==> src/design/wsfp_pkg.sv <==
`default_nettype none

package wsfp_pkg;

    typedef enum logic [2:0] {
        PH_HDR0 = 3'd0,
        PH_HDR1 = 3'd1,
        PH_EXT2 = 3'd2,
        PH_EXT8 = 3'd3,
        PH_MASK = 3'd4,
        PH_PAY  = 3'd5
    } t_phase;

    localparam logic [1:0] KIND_HDR = 2'd0;
    localparam logic [1:0] KIND_PAY = 2'd1;
    localparam logic [1:0] KIND_ERR = 2'd2;

    localparam logic [3:0] ERR_OPCODE     = 4'd0;
    localparam logic [3:0] ERR_FRAG_CTRL  = 4'd1;
    localparam logic [3:0] ERR_EXP_CONT   = 4'd2;
    localparam logic [3:0] ERR_CTRL_LEN   = 4'd3;
    localparam logic [3:0] ERR_LEN2_MIN   = 4'd4;
    localparam logic [3:0] ERR_LEN8_MIN   = 4'd5;
    localparam logic [3:0] ERR_LEN_MSB    = 4'd6;
    localparam logic [3:0] ERR_MASKED     = 4'd7;
    localparam logic [3:0] ERR_UNMASKED   = 4'd8;

    localparam logic [3:0] OP_CONT        = 4'd0;
    localparam logic [3:0] OPCODE_MAX     = 4'd10;
    localparam logic [6:0] CTRL_LEN_MAX   = 7'd125;
    localparam logic [6:0] LEN7_EXT2      = 7'd126;
    localparam logic [6:0] LEN7_EXT8      = 7'd127;
    localparam logic [3:0] EXT2_BYTES     = 4'd2;
    localparam logic [3:0] EXT8_BYTES     = 4'd8;
    localparam logic [3:0] MASK_BYTES     = 4'd4;

    typedef struct packed {
        t_phase      phase;
        logic [3:0]  fbc;
        logic [7:0]  fhb;
        logic [63:0] acc;
        logic [31:0] key;
        logic [63:0] rem;
        logic [1:0]  midx;
        logic        frag_active;
        logic [3:0]  frag_opcode;
        logic        err;
        logic        masked;
    } t_state;

    typedef struct packed {
        logic        valid;
        logic [1:0]  kind;
        logic [7:0]  out_byte;
        logic [3:0]  opcode;
        logic        fin;
        logic [2:0]  rsv;
        logic        masked;
        logic [62:0] length;
        logic        last;
        logic [3:0]  err_code;
    } t_result;

endpackage

`default_nettype wire

==> src/design/websocket_frame_parser.sv <==
// A result is registered and shows on the master side in the cycle after its byte.
// Throughput: one byte per cycle; the single output register frees itself in the same
// cycle it is taken, so the input stalls only while a result waits on the master side.
// Reset (synchronous, active low) returns the parser to the first header byte, clears
// the sticky error and fragment state, and selects the client endpoint.
`default_nettype none

module websocket_frame_parser #(
    parameter int ADDR_W = 3
) (
    input  wire logic              i_clk,
    input  wire logic              i_rst_n,
    input  wire logic              i_s_tvalid,
    output logic                   o_s_tready,
    input  wire logic [7:0]        i_s_tdata,     // data_byte
    output logic                   o_m_tvalid,
    input  wire logic              i_m_tready,
    // out_byte[7:0], frame_opcode[11:8], fin_flag[12], reserved_bits[15:13],
    // masked_flag[16], frame_length[79:17], error_code[83:80], zero fill[87:84]
    output logic [87:0]            o_m_tdata,
    output logic [1:0]             o_m_tuser,     // item_kind
    output logic                   o_m_tlast,     // last_of_frame
    input  wire logic              psel,
    input  wire logic              penable,
    input  wire logic              pwrite,
    input  wire logic [ADDR_W-1:0] paddr,
    input  wire logic [31:0]       pwdata,
    output logic [31:0]            prdata,
    output logic                   pready
);

    wsfp_pkg::t_state  r_state;
    wsfp_pkg::t_state  n_state;
    wsfp_pkg::t_result w_res;
    wsfp_pkg::t_result r_res;
    logic              r_out_valid;
    logic              r_server;
    logic              w_in_acc;
    logic              w_reg0;

    assign w_reg0     = (paddr[ADDR_W-1:2] == '0);
    assign pready     = 1'b1;
    assign prdata     = w_reg0 ? {31'd0, r_server} : 32'd0;

    always_ff @(posedge i_clk) begin
        if (!i_rst_n) begin
            r_server <= 1'b0;
        end else if (psel && penable && pwrite && pready && w_reg0) begin
            r_server <= pwdata[0];
        end
    end

    assign o_s_tready = !r_out_valid || i_m_tready;
    assign w_in_acc   = i_s_tvalid && o_s_tready;

    wsfp_step u_step (
        .i_state  (r_state),
        .i_byte   (i_s_tdata),
        .i_server (r_server),
        .o_state  (n_state),
        .o_res    (w_res)
    );

    always_ff @(posedge i_clk) begin
        if (!i_rst_n) begin
            r_state     <= '0;
            r_out_valid <= 1'b0;
        end else begin
            if (w_in_acc) begin
                r_state <= n_state;
            end
            if (w_in_acc && w_res.valid) begin
                r_out_valid <= 1'b1;
            end else if (i_m_tready) begin
                r_out_valid <= 1'b0;
            end
        end
    end

    always_ff @(posedge i_clk) begin
        if (w_in_acc && w_res.valid) begin
            r_res <= w_res;
        end
    end

    assign o_m_tvalid = r_out_valid;
    assign o_m_tuser  = r_res.kind;
    assign o_m_tlast  = r_res.last;
    assign o_m_tdata  = {4'd0, r_res.err_code, r_res.length, r_res.masked, r_res.rsv,
                         r_res.fin, r_res.opcode, r_res.out_byte};

    a_err_sticky: assert property (@(posedge i_clk) disable iff (!i_rst_n)
        r_state.err |=> r_state.err)
        else $error("error latch cleared without reset");

    a_pay_rem: assert property (@(posedge i_clk) disable iff (!i_rst_n)
        r_state.phase == wsfp_pkg::PH_PAY |-> r_state.rem != 64'd0)
        else $error("payload phase with no bytes remaining");

    a_err_clean: assert property (@(posedge i_clk) disable iff (!i_rst_n)
        (o_m_tvalid && o_m_tuser == wsfp_pkg::KIND_ERR) |-> (o_m_tdata[79:0] == '0 && !o_m_tlast))
        else $error("error item carries frame fields");

    a_err_last: assert property (@(posedge i_clk) disable iff (!i_rst_n)
        (w_in_acc && r_state.err) |=> !(o_m_tvalid && $rose(o_m_tvalid)))
        else $error("item produced after error latched");

endmodule

`default_nettype wire

==> src/design/wsfp_step.sv <==
`default_nettype none

module wsfp_step (
    input  wire wsfp_pkg::t_state  i_state,
    input  wire logic [7:0]        i_byte,
    input  wire logic              i_server,
    output wsfp_pkg::t_state       o_state,
    output wsfp_pkg::t_result      o_res
);

    wsfp_pkg::t_state n;
    logic             ld;
    logic             hdr;
    logic             pay;
    logic             ef;
    logic             err;
    logic             last;
    logic [3:0]       code;
    logic [7:0]       pay_byte;

    logic [3:0]       op;
    logic             fin;
    logic             ctrl;
    logic [6:0]       len7;
    logic [3:0]       fbc_inc;
    logic [31:0]      key_sh;

    assign op      = i_state.fhb[3:0];
    assign fin     = i_state.fhb[7];
    assign ctrl    = op[3];
    assign len7    = i_byte[6:0];
    assign fbc_inc = 4'(i_state.fbc + 4'd1);
    assign key_sh  = i_state.key >> {~i_state.midx, 3'b000};

    always_comb begin
        n        = i_state;
        ld       = 1'b0;
        hdr      = 1'b0;
        pay      = 1'b0;
        ef       = 1'b0;
        err      = 1'b0;
        last     = 1'b0;
        code     = wsfp_pkg::ERR_OPCODE;
        pay_byte = 8'd0;
        if (!i_state.err) begin
            unique case (i_state.phase)
                wsfp_pkg::PH_HDR0: begin
                    n.fhb   = i_byte;
                    n.phase = wsfp_pkg::PH_HDR1;
                end
                wsfp_pkg::PH_HDR1: begin
                    if (op > wsfp_pkg::OPCODE_MAX) begin
                        err  = 1'b1;
                        code = wsfp_pkg::ERR_OPCODE;
                    end else if (ctrl && !fin) begin
                        err  = 1'b1;
                        code = wsfp_pkg::ERR_FRAG_CTRL;
                    end else if (i_state.frag_active && op != wsfp_pkg::OP_CONT) begin
                        err  = 1'b1;
                        code = wsfp_pkg::ERR_EXP_CONT;
                    end else if (ctrl && len7 > wsfp_pkg::CTRL_LEN_MAX) begin
                        err  = 1'b1;
                        code = wsfp_pkg::ERR_CTRL_LEN;
                    end else begin
                        n.masked = i_byte[7];
                        n.fbc    = 4'd0;
                        if (len7 == wsfp_pkg::LEN7_EXT2) begin
                            n.acc   = 64'd0;
                            n.phase = wsfp_pkg::PH_EXT2;
                        end else if (len7 == wsfp_pkg::LEN7_EXT8) begin
                            n.acc   = 64'd0;
                            n.phase = wsfp_pkg::PH_EXT8;
                        end else begin
                            n.acc = {57'd0, len7};
                            ld    = 1'b1;
                        end
                    end
                end
                wsfp_pkg::PH_EXT2: begin
                    n.acc = {48'd0, i_state.acc[7:0], i_byte};
                    n.fbc = fbc_inc;
                    if (fbc_inc >= wsfp_pkg::EXT2_BYTES) begin
                        if (n.acc <= 64'd125) begin
                            err  = 1'b1;
                            code = wsfp_pkg::ERR_LEN2_MIN;
                        end else begin
                            ld = 1'b1;
                        end
                    end
                end
                wsfp_pkg::PH_EXT8: begin
                    n.acc = {i_state.acc[55:0], i_byte};
                    n.fbc = fbc_inc;
                    if (fbc_inc >= wsfp_pkg::EXT8_BYTES) begin
                        if (n.acc <= 64'hFFFF) begin
                            err  = 1'b1;
                            code = wsfp_pkg::ERR_LEN8_MIN;
                        end else if (n.acc[63]) begin
                            err  = 1'b1;
                            code = wsfp_pkg::ERR_LEN_MSB;
                        end else begin
                            ld = 1'b1;
                        end
                    end
                end
                wsfp_pkg::PH_MASK: begin
                    n.key = {i_state.key[23:0], i_byte};
                    n.fbc = fbc_inc;
                    if (fbc_inc >= wsfp_pkg::MASK_BYTES) begin
                        hdr = 1'b1;
                    end
                end
                wsfp_pkg::PH_PAY: begin
                    pay      = 1'b1;
                    pay_byte = i_byte ^ (i_state.masked ? key_sh[7:0] : 8'd0);
                    n.midx   = 2'(i_state.midx + 2'd1);
                    if (i_state.rem != 64'd0) begin
                        n.rem = 64'(i_state.rem - 64'd1);
                    end
                    last = (n.rem == 64'd0);
                    ef   = last;
                end
                default: begin
                    n.phase = wsfp_pkg::PH_HDR0;
                end
            endcase
            if (ld) begin
                if (n.masked && !i_server) begin
                    err  = 1'b1;
                    code = wsfp_pkg::ERR_MASKED;
                end else if (!n.masked && i_server) begin
                    err  = 1'b1;
                    code = wsfp_pkg::ERR_UNMASKED;
                end else if (n.masked) begin
                    n.phase = wsfp_pkg::PH_MASK;
                    n.fbc   = 4'd0;
                    n.key   = 32'd0;
                end else begin
                    hdr = 1'b1;
                end
            end
            if (hdr) begin
                n.rem  = n.acc;
                n.midx = 2'd0;
                last   = (n.acc == 64'd0);
                ef     = last;
                if (!last) begin
                    n.phase = wsfp_pkg::PH_PAY;
                end
            end
            if (ef) begin
                if (!ctrl) begin
                    if (fin) begin
                        n.frag_active = 1'b0;
                    end else if (!i_state.frag_active) begin
                        n.frag_active = 1'b1;
                        n.frag_opcode = op;
                    end
                end
                n.phase = wsfp_pkg::PH_HDR0;
            end
            if (err) begin
                n.err = 1'b1;
            end
        end
    end

    assign o_state = n;

    always_comb begin
        o_res       = '0;
        o_res.valid = err | hdr | pay;
        if (err) begin
            o_res.kind     = wsfp_pkg::KIND_ERR;
            o_res.err_code = code;
        end else begin
            o_res.kind     = pay ? wsfp_pkg::KIND_PAY : wsfp_pkg::KIND_HDR;
            o_res.out_byte = pay_byte;
            o_res.opcode   = (!ctrl && !fin && i_state.frag_active) ? i_state.frag_opcode : op;
            o_res.fin      = fin;
            o_res.rsv      = i_state.fhb[6:4];
            o_res.masked   = n.masked;
            o_res.length   = n.acc[62:0];
            o_res.last     = last;
        end
    end

endmodule

`default_nettype wire

==> config.mk <==
export PLATFORM = sky130hd
export DESIGN_NAME = websocket_frame_parser
export DESIGN_NICKNAME = d
export VERILOG_FILES = /design/src/design/wsfp_pkg.sv /design/src/design/websocket_frame_parser.sv /design/src/design/wsfp_step.sv
export SDC_FILE = /design/constraint.sdc
export NUM_CORES = 1
export LEC_CHECK = 0
export ABC_CLOCK_PERIOD_IN_PS = 7100
export BUFFER_PORTS_ARGS = -buffer_cell sky130_fd_sc_hd__buf_2
export CAP_MARGIN = 5
export CELL_PAD_IN_SITES_DETAIL_PLACEMENT = 1
export CELL_PAD_IN_SITES_GLOBAL_PLACEMENT = 2
export CORE_ASPECT_RATIO = 0.9
export CORE_MARGIN = 8
export CORE_UTILIZATION = 36
export DETAILED_ROUTE_END_ITERATION = 10
export PLACE_DENSITY = 0.9
export SETUP_SLACK_MARGIN = 0.1
export SLEW_MARGIN = 40
export SYNTH_ARGS = -nofsm -noshare
export SYNTH_HDL_FRONTEND = slang
export SYNTH_SLANG_ARGS = --single-unit
==> constraint.sdc <==
create_clock -name i_clk -period 7.1 [get_ports i_clk]
set_input_delay 1.42 -clock i_clk [delete_from_list [all_inputs] [get_ports i_clk]]
set_output_delay 1.42 -clock i_clk [all_outputs]
set_load 0.005 [all_outputs]
==> results.txt, run 1 <==
The flow ran to the end, and the final reports show no timing, DRC or antenna violations. The area of the core is 39600 um^2. Setup total negative slack on the finished layout was measured at 0 ns.

The sequential cell area fraction in the yosys report came out at 0.436. The final routed DRC violation total is 0. approximately 180 I/O pins were placed. The buffer cell driving the clock tree root is clkbuf_16.

The number of inserted diodes is 0. In this run the critical register-to-register path is launched from r_state[9]. The initial cell density of the core came out at 0.366.

The number of search-and-repair iterations in the first detailed-routing pass is 6. Of all nets on the critical path, the largest fanout is 9. The total overflow left after global routing is 0. Clock skew on the completed layout was measured at around 0.021 ns.

The count of cells along the worst register-to-register path is 13. The number of antenna violations at the first check in global routing was 0. The net total in the final layout is 1777. The number of warnings issued by yosys is 0. The clock period minus worst slack is around 5.4 ns. The count of instances resized after the clock tree is built is 0. The area taken by multi-input logic gates is 7520 um^2. The detailed-route vias per instance came out at slightly above 6. Synthesis produced 1704 cells. The maximum clock path buffer count is 3. The filler cells instantiated in the layout total ~4700. The critical path data arrival time came out at 5.92 ns. The register bit total from synthesis is ~270. The count of buffer and inverter cells on the critical path came out at 1. The number of global-route vias before repair is roughly 14000. In this run the number of H-tree levels came out at 1. The average cell area after synthesis is between 8 and 9 um^2. The routed via count came out at 14000.

The first global-routing pass estimated between 80000 and 90000 um of wire. The number of setup buffers added after CTS is 0. Buffers inserted during clock tree synthesis total 30.

The worst setup path is captured at a flip-flop. The post-detailed-placement cell area is 15300 um^2. The later pin in the worst-skew pair is clocked with a latency of between 0.5 and 0.6 ns.

Counting flops with a built-in enable in the synthesized netlist gives 87. The share of flip-flops with an asynchronous set or reset came out at 0. For flop-to-flop paths, the worst setup slack is approximately 1.7 ns. The total number of cells along the worst setup path came out at 13. After the first detailed-routing iteration, the DRC count stood at 1370. During placement, the flow inserted port buffers numbering 106. The endpoint of the worst-slack reg-to-reg timing path is r_state[3].

STA puts the critical path data required time at 7.61 ns. In this run the worst setup path begins at r_state[9]. The post-CTS clock slew at the launch and capture registers of the worst setup and hold paths is roughly 0.060 ns. The area of all sequential standard cells came out at about 6300 um^2. For the pin with the worst max-slew slack, the measured transition is just under 0.9 ns. The most used cell along the critical path is nand4_1. In this run, distinct cell masters in the synthesized netlist total 74. The area added between synthesis and finish is 12.8%. Setup repair after global routing left no endpoint under its margin. Among all flip-flop cells after synthesis, the most frequent one is dfxtp_1.

The worst hold path startpoint is r_state[2]. For this run, the total global-route usage over all layers was measured as 0.227. The worst setup path is of the reg2reg kind. For this design, the slowest cell found on the critical path is a2111oi_2.

The critical path ends at r_state[3]. The total of hold buffers inserted after clock tree synthesis is 0. Of the available clock period, the critical path in the final layout requires 0.763.

Once detail routing completed, the nets flagged for antenna violations numbered 0. In this design, the largest share of critical-path delay is due to compound AO/OA/AOI/OAI gates. The critical path goes through inv_1, ha_1, or3b_1, nor3_4, nand4_1, a211o_1, o31ai_1, o211ai_1, a2111oi_2, nand4_1, o32a_1, nor2_1, mux2i_1.

STA classifies the critical path startpoint as a flip-flop. Based on the critical path, the design can be clocked at up to 185 MHz. For this block, the routed nets add up to 55000 um of wire. The tool flagged a number of max-cap violations equal to 0. The number of endpoints with negative hold slack in the final report is 0. The count of standard-cell rows is 69.

In this run the cell area of the synthesized design comes to 14500 um^2. The clock sink count came out at approximately 270. The weighted congestion at the end of routability-driven global placement came out at slightly below 1. The half-perimeter wire length after placement came out at about 39000 um.

The die is between 200 and 250 um tall. Dividing the detail-routed wire length by the instance count gives between 20 and 25 um. The floorplan step defined a die boundary enclosing ~47000 um^2.

Entering global routing, the biggest net connects ~100 pins. The worst hold path belongs to the class reg2reg. The overall die width is about 230 um. TritonCTS built the clock tree. The fraction of layout cells with a size suffix above 1 came out at 0.127.

The largest single stage delay on the critical path is between 0.5 and 0.6 ns. The area of all placed cells without fillers is approximately 16000 um^2. The headroom to the max-slew limit came out at 0.423. The max-slew violation count came out at 0. The setup violation total in the final timing report came out at 0.
## cell usage after synthesis (all sizes together), types with 9 or more instances
cell type / instances / area (um^2)
xor2: 18 / 158
a31oi: 14 / 87.6
nor2b: 11 / 68.8
and3: 11 / 68.8
a22oi: 117 / 878
nor3: 60 / 328
o31ai: 63 / 473
o21ai: 85 / 425
nor4: 46 / 313
inv: 19 / 71.3
edfxtp: 87 / 2610
or4: 13 / 97.6
dfxtp: 185 / 3700
nand2: 164 / 616
o22ai: 15 / 93.8
o211ai: 9 / 67.6
nor2: 255 / 957
nand4: 17 / 106
nand3: 32 / 160
or3: 18 / 123
xnor2: 12 / 105
a21oi: 69 / 345
clkbuf: 124 / 465
a211oi: 62 / 465
or2: 9 / 56.3
buf: 51 / 339
mux2i: 16 / 160
a32oi: 11 / 96.3
## per-stage QoR
step | instances | worst slack, ns | util | hold slack [ns]
final | 2281 | 1.69 | 0.413 | 0.472
after global placement | 2222 | 1.64 | 0.384 | 0.442
after global routing | 2281 | 1.55 | 0.413 | 0.490
after detailed placement | 2223 | 1.69 | 0.386 | 0.463
after floorplan | 1738 | 1.11 | - | 0.434
after CTS | 2279 | 1.89 | 0.411 | 0.472
## kinds of logic after synthesis
family          count (synthesis)  share of synthesized area
simple gates                  675                      0.220
fa+ha+maj                       3                    0.00242
buf+inv                       194                     0.0604
flops                         272                      0.436
compound gates                504                      0.239
mux                            24                     0.0235
xor+xnor                       30                     0.0181
other cells                     2                   0.000518
## layer usage
metal  global-route usage  wire length [um]
met3               0.0316              3690
met1                0.325             25200
met2                0.356             25000
met5                    0                 0
met4               0.0559              1100
## worst register-to-register path: stages (launching register included)
cell and delay, ns:
dfxtp_1 0.36, inv_1 0.14, ha_1 0.24, or3b_1 0.46, nor3_4 0.41, nand4_1 0.41, a211o_1 0.56, o31ai_1 0.57
o211ai_1 0.21, a2111oi_2 0.58, nand4_1 0.27, o32a_1 0.55, nor2_1 0.35, mux2i_1 0.24
## worst min-delay path by stage
stage / cells past startpoint / end / slack (ns)
6_report: 2 / r_state[2] / 0.47
5_1_grt: 2 / r_state[2] / 0.49
4_1_cts: 2 / r_state[2] / 0.47
3_5_place_dp: 2 / r_state[2] / 0.46
3_3_place_gp: 2 / r_state[2] / 0.44
2_1_floorplan: 2 / r_state[2] / 0.43
## cell type report
cell class              instances  area share
multi-input cells            1272       0.460
flip-flops and latches        272       0.387
well taps                     532      0.0407
clock buffers                  39      0.0498
repair buffers                130      0.0460
inverters                      19     0.00459
clock inverters                17      0.0122
## cells in the final DEF (no fill, tap or decap), types with 36 or more instances in the layout
master    count
a21oi_1      68
nand2_1     164
dfxtp_1     184
a211oi_1     62
nor2_1      252
edfxtp_1     87
nor3_1       57
o31ai_1      63
buf_2       107
conb_1       36
o21ai_0      84
nor4_1       40
a22oi_1     116
## sequential cells by signal, indices dropped and copies added, names as in the netlist
name and cells:
r_state 183, o_m_tdata 84, o_m_tuser 2, o_m_tlast 1
o_m_tvalid 1, r_server 1
Power of run 1 is left out: the tool's default activity adds up to more than one toggle a clock period on the data nets, which glitch-free logic cannot reach.
==> inputs of run 2 (changes only) <==
Settings changed: ABC_CLOCK_PERIOD_IN_PS 7100 to 5700.
Clock period 7.1 ns to 5.7 ns, I/O delays scaled along.
==> results.txt, run 2 (synthesis results as in run 1) <==
The run finished with clean final reports. The slack of the worst reg-to-reg path is 0.78 ns (-0.91 ns). The overall die width came to 228 um (unchanged). The clock latency of the later-clocked register in the worst-skew pair came out at 0.52 ns (-0.06 ns).

The detail-routed net length per standard cell is 24.1 um (about the same). The worst stage delay on the critical path is 0.56 ns (-0.02 ns). The cell depth of the worst hold path came out at 2 (unchanged). The critical path data arrival time is 5.36 ns (-0.56 ns).

The fraction of layout cells with a size suffix above 1 came out at 0.133 (+0.00587). The wire length of the first global-routing pass is 84800 um (+1.6%). The global router's overall resource usage came out at 0.230 (+0.00323).

The depth of the CTS H-tree is 2 (+1). STA classifies the critical path startpoint as a flip-flop. The number of buffers created by CTS came out at 34 (+13%). The utilization of the core after routing is 0.418 (+0.00568).

The half-perimeter wire length after placement came out at 39200 um (-0.12%). Leaving out fill and tap cells, the most frequent cells in the layout are nor2_1 (253), dfxtp_1 (184), nand2_1 (164), a22oi_1 (116), buf_2 (106). The layout filler cell count is 4643 (-0.47%). Ranked by flip-flop count, first place goes to r_state.

The initial cell density of the core came out at 0.366 (unchanged). The max-slew violation count came out at 0 (unchanged). The cell with the largest stage delay on the worst path is o32a_1. The final routed DRC violation total came out at 0 (unchanged). The number of design-rule violations left by the first detailed-router iteration came to 1399 (+2.1%). The count of cells along the worst register-to-register path is 14 (+1). Setup repair after global routing left no endpoint under its margin. The final global-route overflow total is 0 (unchanged). STA classifies the critical path endpoint as a flip-flop. The number of search-and-repair iterations in the first detailed-routing pass was 7 (+1). The count of instances resized after the clock tree is built came out at 0 (unchanged). The type of the worst setup path is reg2reg. The required time of the critical path is 6.14 ns (-1.47 ns). The overall routed net length is 55400 um (+0.72%).

The pin count of the biggest net entering global routing came to 105 (+0.96%). The maximum clock path buffer count was 3 (unchanged). The worst hold endpoint is r_state[4].

The number of flip-flops in the largest register is 183 (unchanged). The detailed-route vias per instance came out at 6.12 (-0.33%). The count of standard-cell rows was 69 (unchanged). The highest clock frequency the design can meet is 203 MHz (+10%). The endpoint of the worst-slack reg-to-reg timing path is r_state[6]. The number of maximum-capacitance constraint violations was 0 (unchanged). The headroom to the max-slew limit is 0.422 (-0.000726).

The count of pins on the block boundary is 176 (unchanged). The setup violation total in the final timing report came out at 0 (unchanged). The startpoint identified for the worst register-to-register timing path is r_state[9]. The clock sink count is 272 (unchanged). The number of buffers inserted to repair setup after CTS is 0 (unchanged). The final period utilization is 0.863 (+0.101). In this run the most critical hold path is launched from r_state[4]. The area of the core came out at 39600 um^2 (unchanged). The clock period minus worst slack is 4.92 ns (-0.494 ns). The area of all placed cells without fillers is 16600 um^2 (+1.4%). The worst-path maximum fanout is 8 (-1). The most common cell after layout, fill and taps aside is nor2_1.

TritonCTS built the clock tree. The number of antenna violations at the first check in global routing came out at 3 (+3). The path class of the tightest hold or removal check is reg2reg.

The number of global-route vias before repair is 13800 (+2.1%). The count of buffers inserted at the top-level ports came out at 106 (unchanged). The slew at the pin closest to its max-slew limit came out at 0.845 ns (-0.0208 ns).

The final setup TNS came to 0 ns (unchanged). The overall die height is 206 um (unchanged). The number of endpoints with negative hold slack in the final report is 0 (unchanged). The weighted congestion at the end of routability-driven global placement came out at 0.934 (-2.8%). The area of all sequential standard cells was 6320 um^2 (unchanged). The net total in the final layout came out at 1789 (+0.68%).

The most used cell along the critical path is nand4_1. The post-CTS clock slew at the launch and capture registers of the worst setup and hold paths came out at 0.06 ns (about the same). Walking the worst path, the cells encountered are inv_1, ha_1, or3b_1, nor3_4, nand4_1, buf_4, a211o_1, o31ai_1, o211ai_1, a2111oi_2, nand4_1, o32a_1, or4_1, a21oi_1. The number of nets with antenna violations after routing was 0 (unchanged). From synthesis to final layout, the design area changed by 14.3%.

The area taken by multi-input logic gates came out at 7510 um^2 (-0.12%). The setup skew after layout came out at 0.0171 ns (-0.00346 ns). The cell sitting at the root of the clock tree is a clkbuf_16. The area enclosed by the die boundary is 47000 um^2 (unchanged). The routed via count came out at 14100 (+0.32%).

The post-detailed-placement cell area is 15400 um^2 (+0.60%). The total of hold buffers inserted after clock tree synthesis came out at 0 (unchanged).
run 2: cell types whose count changed in the layout (fill, tap and decap cells not counted), moves of 3 or more:
cell,previous run,this run
clkbuf_1,6,10
clkbuf_16,30,36
clkinv_2,6,2
buf_4,18,27
clkinv_1,4,1
run 2: how the worst max path moves through the flow:
stage	start	slack, ns	cells after the start	end
detailed placement	r_state[9]	0.96	14	r_state[3]
CTS	r_state[9]	0.92	14	r_state[6]
global placement	r_state[9]	1.01	14	r_state[6]
floorplan	i_s_tdata[4]	0.34	13	o_m_tdata[0]
global route	r_state[9]	0.59	14	r_state[3]
finish	r_state[9]	0.78	14	r_state[6]
run 2: per-layer routing:
layer,GRT usage,wire length (um),up-vias
met1,0.325,24600,7064
met5,0,0,-
met2,0.358,25000,514
met3,0.0350,4360,88
met4,0.0712,1470,0
li1,-,-,6391
run 2: worst max-delay path: cells and delay by family (launching register included):
family | cells | cell delay [ns]
AO/OA/AOI/OAI | 6 | 2.38
adder cells (fa/ha/maj) | 1 | 0.24
buffers and inverters | 2 | 0.31
flip-flops | 1 | 0.35
AND/OR/NAND/NOR | 5 | 1.55
run 2: stage by stage:
step / std cells / worst slack, ns / hold WS [ns]
global route: 2294 / 0.591 / 0.509
global placement: 2233 / 1.01 / 0.444
floorplan: 1738 / 0.339 / 0.434
detailed placement: 2233 / 0.963 / 0.452
CTS: 2294 / 0.921 / 0.469
finish: 2296 / 0.780 / 0.464
run 2: area by class of cell:
type	instances	area share
clock inverters	12	0.0117
multi-input cells	1272	0.453
diodes	2	0.000302
well taps	532	0.0402
repair buffers	138	0.0492
flip-flops and latches	272	0.381
clock buffers	49	0.0591
inverters	19	0.00483
Power of run 2 is left out for the same reason.
==> inputs of run 3 (changes only) <==
Settings changed: ABC_AREA set to 1, CORE_UTILIZATION 36 to 33.
==> results.txt, run 3 <==
The wire length of the first global-routing pass is 100000 um (+18%). The root buffer cell chosen for the clock tree is clkbuf_16. The number of antenna violations at the first check in global routing came out at 0 (-3). Sorting the synthesized cells by how often they occur yields nand2_1 (649), nor2_1 (368), inv_1 (324). The slack of the worst reg-to-reg path is 1.60 ns (+0.82 ns). TritonCTS built the clock tree. The leakage power of the design is approximately 8.4 nW.

The number of enable flip-flop cells after synthesis was 87 (unchanged). The most frequent cell after synthesis is nand2_1. The share of flip-flops with an asynchronous set or reset came to 0 (unchanged). The worst slack at placement came to 1.38 ns (+0.421 ns). The critical path data arrival time is 4.53 ns (-0.83 ns). The top-area cell type share of the netlist area came to 0.224 (-0.0314).

The headroom to the max-slew limit is 0.472 (+0.0497). The fraction of layout cells with a size suffix above 1 was 0.0845 (-0.0483). The worst stage delay on the critical path is 0.44 ns (-0.12 ns). The overall routed net length came out at 64400 um (+16%).

The slew at the pin closest to its max-slew limit came out at 0.792 ns (-0.0527 ns). The final global-route overflow total came to 0 (unchanged). The setup violation total in the final timing report was 0 (unchanged). The number of flip-flops in the largest register is 183 (unchanged).

Of all cell types, the one taking the most synthesized area is dfxtp_1. Compared with the post-synthesis result, the final layout area differs by 12.6%. The clock latency of the later-clocked register in the worst-skew pair came to 0.59 ns (+0.07 ns). The run finished with clean final reports.

Leaving out fill and tap cells, the most frequent cell in the layout is nand2_1. The maximum clock path buffer count was 3 (unchanged). The number of design-rule violations left by the first detailed-router iteration came out at 1106 (-21%).

The depth of the CTS H-tree is 1 (-1). The number of buffers created by CTS came out at 31 (-8.8%). The kind of end point of the critical path is a flip-flop. The number of warnings issued by yosys came out at 0 (unchanged).

The global router's overall resource usage came out at 0.217 (-0.0129). The detailed-route vias per instance came out at 5.17 (-16%). The area of all sequential standard cells came out at 6320 um^2 (about the same).

The number of inserted diodes came out at 0 (-2). The overall die height came out at 228 um (+11%). The number of search-and-repair iterations in the first detailed-routing pass came out at 5 (-2). The register bit total from synthesis came to 272 (unchanged).

The type of the worst setup path is reg2reg. The setup skew after layout is 0.0186 ns (+0.00152 ns). The area of the mapped netlist came out at 16500 um^2 (+14%). The path class of the tightest hold or removal check is reg2reg.

The pin count of the biggest net entering global routing came out at 105 (unchanged). The count of instances resized after the clock tree is built came out at 0 (unchanged). The area enclosed by the die boundary came out at 57500 um^2 (+23%). The area of the core came out at 50000 um^2 (+26%). The max-slew violation count is 0 (unchanged). The total of hold buffers inserted after clock tree synthesis was 0 (unchanged). The highest clock frequency the design can meet came to 244 MHz (+20%). The count of standard-cell rows is 78 (+13%). The number of maximum-capacitance constraint violations is 0 (unchanged). The layout filler cell count is 6564 (+41%).

The largest vdd supply drop came out at 0.187 mV. The initial cell density of the core is 0.331 (-0.0350). The most used cell along the critical path is nand2_1.

The half-perimeter wire length after placement is 47800 um (+22%). STA classifies the critical path startpoint as a flip-flop. The worst path setup slack after routing is 1.60 ns (+0.824 ns). The worst-path maximum fanout is 70 (+62). The synthesized netlist cell count came out at 2551 (+50%). The final routed DRC violation total came to 0 (unchanged). The number of buffers inserted to repair setup after CTS is 0 (unchanged). The sequential cell area fraction in the yosys report is 0.382 (-0.0536). The count of pins on the block boundary came out at 176 (unchanged). The critical path goes through inv_2, ha_1, nand2_4, nor2_8, nand2_1, nor2_4, nand2_4, buf_4, o21ai_0, nand2_1, nor2_1, nand2_1, nor2_1, nand4_1, nand2_1, nand3_1, nand2_1, a21oi_1. Setup repair after global routing left no endpoint under its margin.

The weighted congestion at the end of routability-driven global placement came to 0.925 (-0.96%). The area taken by multi-input logic gates is 8240 um^2 (+9.7%). In the layout the commonest cells are nand2_1 (648), nor2_1 (366), inv_1 (323), o21ai_0 (313).

The clock sink count came out at 272 (unchanged). The final period utilization is 0.719 (-0.145). The routed via count came out at 17000 (+21%). Counting flops per register, the top entry is r_state. The overall die width is 252 um (+11%). The most used flip-flop cell after synthesis is dfxtp_1.

On the critical path, the stage with the largest delay is an instance of nand2_4. The count of buffers inserted at the top-level ports is 106 (unchanged). By area the synthesized netlist is led by dfxtp_1 (22%), edfxtp_1 (16%), nand2_1 (15%), o21ai_0 (9.5%), nor2_1 (8.4%). The required time of the critical path was 6.13 ns (about the same).

The detail-routed net length per standard cell came out at 19.5 um (-19%). The kind of cell adding the most delay to the critical path is simple AND/OR/NAND/NOR gates. The number of endpoints with negative hold slack in the final report is 0 (unchanged). The average cell area after synthesis came out at 6.48 um^2 (-24%).

The clock period minus worst slack is 4.10 ns (-0.824 ns). The count of buffer and inverter cells on the critical path was 2 (unchanged). The post-CTS clock slew at the launch and capture registers of the worst setup and hold paths came out at 0.06 ns (about the same). The number of global-route vias before repair came to 17300 (+25%). The net total in the final layout came out at 2643 (+48%). The number of nets with antenna violations after routing was 0 (unchanged).

The final setup TNS came to 0 ns (unchanged). The power density relative to cell area is roughly 480 nW/um^2. The count of unique library cells instantiated by Yosys is 44 (-41%).
[run 3: cells by family (layout without fill, tap and decap cells)]
group	after synthesis	in the layout	share of synthesized area
and+or+nand+nor	1163	1163	0.286
AOI/OAI and AO/OA	604	604	0.193
buffers and inverters	492	523	0.128
DFF	272	272	0.382
xor gates and xnor gates	15	15	0.00795
adders and majority gates	2	2	0.00151
other	2	36	0.000454
muxes	1	1	0.000605
[run 3: final timing paths]
check                               endpoint    startpoint  cells past startpoint
worst max-delay path              r_state[4]    r_state[9]                     18
worst min-delay path            r_state[173]  r_state[173]                      2
worst max register to register    r_state[4]    r_state[9]                     18
worst min register to register  r_state[173]  r_state[173]                      2
[run 3: worst reg2reg max path: stages, from the launching register on]
cell     delay [ns]
dfxtp_1        0.35
inv_2          0.14
ha_1           0.43
nand2_4        0.17
nor2_8         0.22
nand2_1        0.12
nor2_4         0.17
nand2_4        0.44
buf_4          0.44
o21ai_0        0.11
nand2_1        0.10
nor2_1         0.15
nand2_1        0.07
nor2_1         0.23
nand4_1        0.25
nand2_1        0.22
nand3_1        0.15
nand2_1        0.12
a21oi_1        0.06
[run 3: area by class of cell]
type / instances / share of cell area
multi-input combinational: 1821 / 0.443
sequential: 272 / 0.339
inverter: 337 / 0.0682
tap: 680 / 0.0457
clock buffer: 34 / 0.0423
timing repair buffer: 128 / 0.0384
clock inverter: 24 / 0.0231
[run 3: metal layers]
metal  vias up  routed length, um  part of all wire  GRT usage
li1       8226                  -                 -          -
met1      8346              30600              0.48      0.306
met2       387              29000              0.45      0.346
met3        83               2920             0.045     0.0266
met4         0               1910             0.030     0.0604
met5         -                  0                 0          0
[run 3: power by group]
group	switching (mW)	internal [mW]	leakage, nW
Sequential	0.174	2.27	2.33
Combinational	2.89	1.08	5.50
Clock	0.905	1.54	0.593
Total	3.96	4.89	8.43
[run 3: through the flow]
step	hold WS [ns]	cell area, um^2	utilization	instances	total power [mW]
2_1_floorplan	0.430	16700	-	2585	5.05
3_3_place_gp	0.449	17400	0.348	3237	6.27
5_1_grt	0.485	18600	0.372	3296	9.45
6_report	0.467	18600	0.372	3296	8.85
3_5_place_dp	0.457	17400	0.348	3238	6.38
4_1_cts	0.466	18600	0.372	3296	8.85
No activity file was read; power rests on OpenSTA's default activity.
